==> config.mk <==
export PLATFORM = sky130hd
export DESIGN_NAME = i2cms_ctrl
export DESIGN_NICKNAME = d
export VERILOG_FILES = /design/src/hdl/i2cms_pkg.sv /design/src/hdl/i2cms_ctrl.sv
export SDC_FILE = /design/constraint.sdc
export NUM_CORES = 1
export LEC_CHECK = 0
export BUFFER_PORTS_ARGS = -buffer_cell sky130_fd_sc_hd__buf_2
export CAP_MARGIN = 20
export CORE_MARGIN = 2
export CORE_UTILIZATION = 35
export CTS_CLUSTER_DIAMETER = 80
export DETAILED_ROUTE_END_ITERATION = 16
export GPL_TIMING_DRIVEN = 0
export HOLD_SLACK_MARGIN = 0.15
export MAX_ROUTING_LAYER = met4
export PLACE_DENSITY = 0.67
export SLEW_MARGIN = 40
export SYNTH_ARGS = -nofsm -noshare
export SYNTH_HDL_FRONTEND = slang
export SYNTH_SLANG_ARGS = --single-unit
==> constraint.sdc <==
create_clock -name clk -period 1.55 [get_ports clk]
set_input_delay 0.155 -clock clk [delete_from_list [all_inputs] [get_ports clk]]
set_output_delay 0.155 -clock clk [all_outputs]
set_load 0.1 [all_outputs]
==> src/hdl/i2cms_pkg.sv <==
// Shared types and constants for the I2C master message sequencer.
// Holds the command, phase and register codes and the controller/datapath structs.
// No dependencies.
package i2cms_pkg;

  // Input command codes.
  localparam logic [1:0] CMD_LOAD_DESC = 2'd0;
  localparam logic [1:0] CMD_LOAD_BYTE = 2'd1;
  localparam logic [1:0] CMD_START     = 2'd2;
  localparam logic [1:0] CMD_EVENT     = 2'd3;

  // Transfer phases.
  localparam logic [1:0] PH_IDLE  = 2'd0;
  localparam logic [1:0] PH_START = 2'd1;
  localparam logic [1:0] PH_WRITE = 2'd2;
  localparam logic [1:0] PH_READ  = 2'd3;

  // Configuration register indexes.
  localparam logic CFG_CLK_DIV = 1'b0;
  localparam logic CFG_CLK_SEL = 1'b1;

  // Status register words for the controller.
  localparam logic [7:0] STAT_START_RD = 8'hb0;
  localparam logic [7:0] STAT_START_WR = 8'hf0;
  localparam logic [7:0] STAT_STOP_RD  = 8'h90;
  localparam logic [7:0] STAT_STOP_WR  = 8'hd0;

  // Control register words and bits.
  localparam logic [7:0] CON_RESET = 8'haf;
  localparam logic [7:0] CON_PEND  = 8'h10;

  // Commands from the controller to the datapath.
  typedef struct packed {
    logic acc;         // word accepted this cycle
    logic exec;        // main step of the item
    logic ld_start;    // take message count, rewind to message 0
    logic adv_msg;     // move on to the next message
    logic ptr_inc;     // advance the byte pointer
    logic con_upd;     // load a new control word
    logic con_ack;     // ack bit of that word
    logic emit_con;    // control register write in the result
    logic emit_wbyte;  // data register write of the next write byte
    logic emit_addr;   // address byte and start status word
    logic emit_stop;   // stop status word and done flag
    logic err;         // no-acknowledge code with the stop
    logic emit_read;   // deliver the received byte
    logic fire;        // result complete, strobe it
  } ctrl_cmd_t;

  // Status from the datapath to the controller.
  typedef struct packed {
    logic [1:0] cmd;         // latched command of the item
    logic       nack;        // latched acknowledge bit
    logic       rd;          // current message is a read
    logic       ptr_lt_len;  // pointer below length
    logic       ptr1_lt_len; // pointer plus one below length
    logic       ptr1_ne_len; // pointer plus one differs from length
    logic       ptr2_ne_len; // pointer plus two differs from length
    logic       more;        // another message follows this one
  } dp_stat_t;

  // Control word: ack, clock source, interrupt enable, pending clear, divider.
  function automatic logic [7:0] con_word(input logic ack, input logic sel,
                                          input logic [3:0] div);
    con_word = {ack, sel, 1'b1, 1'b0, div};
  endfunction

endpackage

==> src/hdl/i2cms_ctrl.sv <==
// Controller state machine of the I2C master message sequencer.
// Depends on i2cms_pkg; drives i2cms_dp through command and status structs.
module i2cms_ctrl (
  input  logic                clk,
  input  logic                rst_n,
  input  logic                start,
  input  i2cms_pkg::dp_stat_t stat,
  output logic                busy,
  output i2cms_pkg::ctrl_cmd_t cmd
);
  import i2cms_pkg::*;

  localparam logic [1:0] S_IDLE  = 2'd0;
  localparam logic [1:0] S_EXEC  = 2'd1;
  localparam logic [1:0] S_BEGIN = 2'd2;

  logic [1:0] st_r, st_nxt;
  logic [1:0] ph_r, ph_nxt;
  logic       wstep, tail, tail_lt, tail_ack, nos, fin, fin_err;

  assign busy = (st_r != S_IDLE);

  // Sequencing and transfer decisions.
  always_comb begin
    cmd      = '0;
    st_nxt   = st_r;
    ph_nxt   = ph_r;
    wstep    = 1'b0;
    tail     = 1'b0;
    tail_lt  = 1'b0;
    tail_ack = 1'b0;
    nos      = 1'b0;
    fin      = 1'b0;
    fin_err  = 1'b0;
    cmd.acc  = start && !busy;
    case (st_r)
      S_IDLE: begin
        if (cmd.acc) begin
          st_nxt = S_EXEC;
        end
      end
      S_EXEC: begin
        cmd.exec = 1'b1;
        st_nxt   = S_IDLE;
        case (stat.cmd)
          CMD_START: begin
            cmd.ld_start = 1'b1;
            st_nxt       = S_BEGIN;
          end
          CMD_EVENT: begin
            cmd.emit_con = 1'b1;
            case (ph_r)
              PH_START: begin
                if (stat.nack) begin
                  fin     = 1'b1;
                  fin_err = 1'b1;
                end else if (!stat.more && !stat.ptr_lt_len) begin
                  fin = 1'b1;
                end else if (stat.rd) begin
                  ph_nxt   = PH_READ;
                  tail     = 1'b1;
                  tail_lt  = stat.ptr_lt_len;
                  tail_ack = stat.ptr1_ne_len;
                end else begin
                  ph_nxt = PH_WRITE;
                  wstep  = 1'b1;
                end
              end
              PH_WRITE: begin
                wstep = 1'b1;
              end
              PH_READ: begin
                cmd.emit_read = 1'b1;
                cmd.ptr_inc   = 1'b1;
                tail          = 1'b1;
                tail_lt       = stat.ptr1_lt_len;
                tail_ack      = stat.ptr2_ne_len;
              end
              default: begin
              end
            endcase
            // Write step: check the acknowledge, then send a byte or move on.
            if (wstep) begin
              if (stat.nack) begin
                fin     = 1'b1;
                fin_err = 1'b1;
              end else if (stat.ptr_lt_len) begin
                cmd.emit_wbyte = 1'b1;
                cmd.ptr_inc    = 1'b1;
                cmd.con_upd    = 1'b1;
                cmd.con_ack    = 1'b1;
              end else begin
                nos = 1'b1;
              end
            end
            // Read tail: withhold ACK before the last byte, or move on.
            if (tail) begin
              if (tail_lt) begin
                cmd.con_upd = 1'b1;
                cmd.con_ack = tail_ack;
              end else begin
                nos = 1'b1;
              end
            end
            // Repeated start for the next message, or stop.
            if (nos) begin
              if (stat.more) begin
                cmd.adv_msg = 1'b1;
                st_nxt      = S_BEGIN;
              end else begin
                fin = 1'b1;
              end
            end
            if (fin) begin
              cmd.emit_stop = 1'b1;
              cmd.err       = fin_err;
              cmd.con_upd   = 1'b1;
              cmd.con_ack   = 1'b1;
              ph_nxt        = PH_IDLE;
            end
          end
          default: begin
          end
        endcase
        cmd.fire = (st_nxt != S_BEGIN);
      end
      S_BEGIN: begin
        cmd.emit_addr = 1'b1;
        cmd.fire      = 1'b1;
        ph_nxt        = PH_START;
        st_nxt        = S_IDLE;
      end
      default: begin
        st_nxt = S_IDLE;
      end
    endcase
  end

  // State registers.
  always_ff @(posedge clk) begin
    if (!rst_n) begin
      st_r <= S_IDLE;
      ph_r <= PH_IDLE;
    end else begin
      st_r <= st_nxt;
      ph_r <= ph_nxt;
    end
  end

endmodule

Yosys cells after proc, flatten, opt, wreduce, memory -nomap -nowiden
Index checks and enable logic that the tools add are counted.
{"block": "op_classes", "mux": 75, "reduce_logical": 9, "n_eq_ne": 13}
{"op": "$mux 1", "n": 47}
{"op": "$mux 2", "n": 13}
{"op": "$mux 3", "n": 5}
{"op": "$pmux 2 s2", "n": 3}
{"op": "$eq 2x2->1 const B", "n": 5}
{"op": "$pmux 1 s2", "n": 5}
{"op": "$mux 8", "n": 1}
{"op": "$mux 6", "n": 1}
{"op": "$ne 3x3->1 const B", "n": 2}
{"op": "$reduce_and 5->1", "n": 1}
{"op": "$eq 2x1->1 const B", "n": 2}
{"op": "$ne 2x2->1 const B", "n": 2}
{"op": "$reduce_bool 2->1", "n": 2}
{"op": "$logic_not 1->1", "n": 3}
{"op": "$ne 3x2->1 const B", "n": 1}
{"op": "$logic_and 1x1->1", "n": 2}
{"op": "$logic_not 2->1", "n": 1}
{"op": "$ne 2x1->1 const B", "n": 1}
{"block": "word_totals", "register_bits": 4, "in_bits": 12}

Depth between registers and ports, before layout
{"block": "depth", "word_depth": 18, "ltp_mapped": 7, "mapped_depth_nobuf": 7}

Worst setup path before layout
Ideal clock, no wire load.
{"block": "synth_timing", "path_kind": "flip-flop to output port", "startpoint": "register st_r[1]", "endpoint": "output cmd[8] (netlist bit)", "setup_slack_ns": -3.044, "stages_incl_launch_ff": 6, "n_path_buf": 0, "t_required_ns": 1.395, "arrival_time_ns": 4.439, "cell_sequence": "dfxtp_1 > inv_1 > ha_1 > nand3_1 > nor4_2 > o31a_1"}
{"element": "from (decl)", "line": "i2cms_ctrl.sv:17", "rtl": "logic [1:0] st_r, st_nxt;"}
{"element": "from (signal assigned)", "line": "i2cms_ctrl.sv:145", "rtl": "st_r <= st_nxt;"}
{"element": "to (decl)", "line": "i2cms_ctrl.sv:9", "rtl": "output i2cms_pkg::ctrl_cmd_t cmd"}

==> metrics.txt <==
GRT Overall Usage 27.51%; Crit Path Class reg2out; vias in the first global route 809; largest net degree at the start of global routing 8; cts bufs inserted 3; H-Tree Depth 1; failing checks setup timing; Die H 44.29 um; minimum clock period after layout 2172 ps; CTS tree yes; remaining global-route overflow 0; routed via count 873; Post-Synthesis Cell Area 568.0 sq um; Post-synth EDFFs 0; Leak 0.5595 nW; fin nets 149; global-route wire length before repair 3815 um; Worst VDD drop 0.0005141 V; Layout Utilization 87.54%; Mapped Nets 95; max_cap viols 0; initial antenna violation count 0; Die Area 0.001961 sq mm; Vias/cell 6.063; Initial Util 37.71%; post-synthesis sequential area ratio 14.10%; status complete, but fails checks; Gate Count Post-Synth 76; diode count 0; Crit-path slowest cell dfxtp_4; CTS Hold Buffers Added 0; IO buf count 26; routed len/inst 20.81 um; Slew headroom 74.16%; ys async rst share 0%; worst skew pair latency 230 ps; clk_skew 3.176 ps; Final Max Slew Viols 0; worst-margin pin slew 384.7 ps; slowest stage delay, CP 380 ps; Final Setup Violations 11; Setup WS pre-CTS -905.3 ps; Synth Flop Type dfxtp_1; unique cell type count in the Yosys netlist 32; clock transition at the registers of the reported paths 40 ps; Critical Path AT 2020 ps; Worst setup EP type primary output; worst setup margin -621.9 ps; RSZ-0062 raised after global routing yes; Die W 44.29 um; pwr dens 455.8 mW/mm^2; design area 0.001319 sq mm; Remaining DRCs 0; crit-path cells inv_2 -> ha_4 -> or3_4 -> o22ai_4 -> a21boi_2 -> o221a_1 -> buf_12; Iter 0 DRT Violations 55; worst min path class in2reg; CP Launch Type register; Synth Warn # 0; Post-Route WL 2996 um; Post-Syn Area per Cell 7.474 sq um; Final Hold Vio Count 0; worst endpoint required time 1390 ps; core box area 0.001506 sq mm; post-detail-place hpwl 1206 um; cell row count 14; Sum Neg Setup Slack -4821 ps; Placer Congestion 0.8177; Yosys reg bits 4; post-route ant nets 0; io pins 27; Placed Area 793.3 sq um; share of cells above drive strength 1 69.53%; Final period util 140.1%; CTS Buffer Depth 2; Fmax achieved 460.4 MHz; area grow syn2layout 132.2%; drt pass-1 iters 4; Sink Count 4; Clock Tree Root clkbuf_4; critical path fanouts, max 4
==> final timing paths <==
kind                            slack, ps  depth (start not counted)       to     from
worst min-delay path                  260                          2  st_r[0]    rst_n
worst max register to register       -250                          7  ph_r[0]  ph_r[1]
worst min register to register        530                          2  ph_r[1]  ph_r[1]
worst max-delay path                 -620                          7   cmd[0]  ph_r[0]
==> worst max-delay path: cells and delay by family, from the launching register on <==
| family | cells | cell delay [ps] |
|---|---|---|
| AND/OR/NAND/NOR | 1 | 350 |
| buffers and inverters | 2 | 230 |
| flip-flops | 1 | 380 |
| AO/OA/AOI/OAI | 3 | 600 |
| adder cells (fa/ha/maj) | 1 | 220 |
==> per-layer routing <==
metal | up-vias | GRT usage (%) | share of wire (%)
met5 | - | - | 0
met4 | 0 | 14.55 | 5.1
met3 | 16 | 3.673 | 7.6
met2 | 72 | 48.24 | 50
met1 | 407 | 29.80 | 37
li1 | 378 | - | -
==> cell usage after synthesis (2+ instances only) <==
master	instances	area share (%)
mux2i_1	3	5.3
nor2_1	3	2.0
dfxtp_1	4	14
o22ai_1	3	3.3
inv_1	8	5.3
nor2b_1	2	2.2
ha_1	7	15
nand2_1	8	5.3
and3_1	2	2.2
a21oi_1	6	5.3
o21ai_0	2	1.8
nand2b_1	5	5.5
and2_1	4	4.4
==> what timing repair did <==
item	in CTS	in global routing
endpoints found under the setup margin	15	17
gates resized for setup	69	18
buffers inserted	24	7
pin swaps	13	12
==> kinds of logic after synthesis <==
family / after synthesis / synth area share (%)
fa+ha+maj: 7 / 15.42
flops: 4 / 14.10
simple gates: 33 / 34.14
buf+inv: 8 / 5.287
mux: 3 / 5.287
compound gates: 21 / 25.77
==> report_power, final <==
group	leakage, nW	switching (mW)	internal (mW)
sequential	0.0352	0.0105	0.108
clock	0.0138	0.0367	0.0862
combinational	0.510	0.238	0.122
total	0.560	0.285	0.316
==> per-stage QoR <==
stage	hold WS, ps	instances	total power [mW]
2_1_floorplan	283.0	76	0.3244
3_3_place_gp	473.8	118	0.3742
3_5_place_dp	478.4	118	0.3778
4_1_cts	229.0	140	0.5619
5_1_grt	273.3	144	0.6243
6_report	260.4	144	0.6011
==> flip-flops by register name, summed over array words and instances, names as in the netlist <==
signal,count
ph_r,2
st_r,2
==> layout by cell type, fill, tap and decap left out, types with 2 or more instances in the layout <==
master / instances
a21oi_1: 2
a21oi_2: 3
and2_4: 3
buf_12: 10
buf_2: 11
buf_4: 19
buf_6: 6
clkbuf_4: 6
dfxtp_4: 3
ha_1: 3
ha_4: 4
inv_1: 4
inv_2: 2
mux2i_1: 3
nand2_1: 7
nand2b_1: 5
o21ai_2: 2
==> final cells by class <==
| cell class | instances | area, sq um |
|---|---|---|
| Fill cell | 64 | 187.7 |
| Timing Repair Buffer | 49 | 488.0 |
| Clock buffer | 3 | 22.52 |
| Tap cell | 16 | 20.02 |
| Sequential cell | 4 | 92.59 |
| Inverter | 8 | 36.28 |
| Multi-Input combinational cell | 64 | 659.4 |
(Power assumes the default switching activity.)
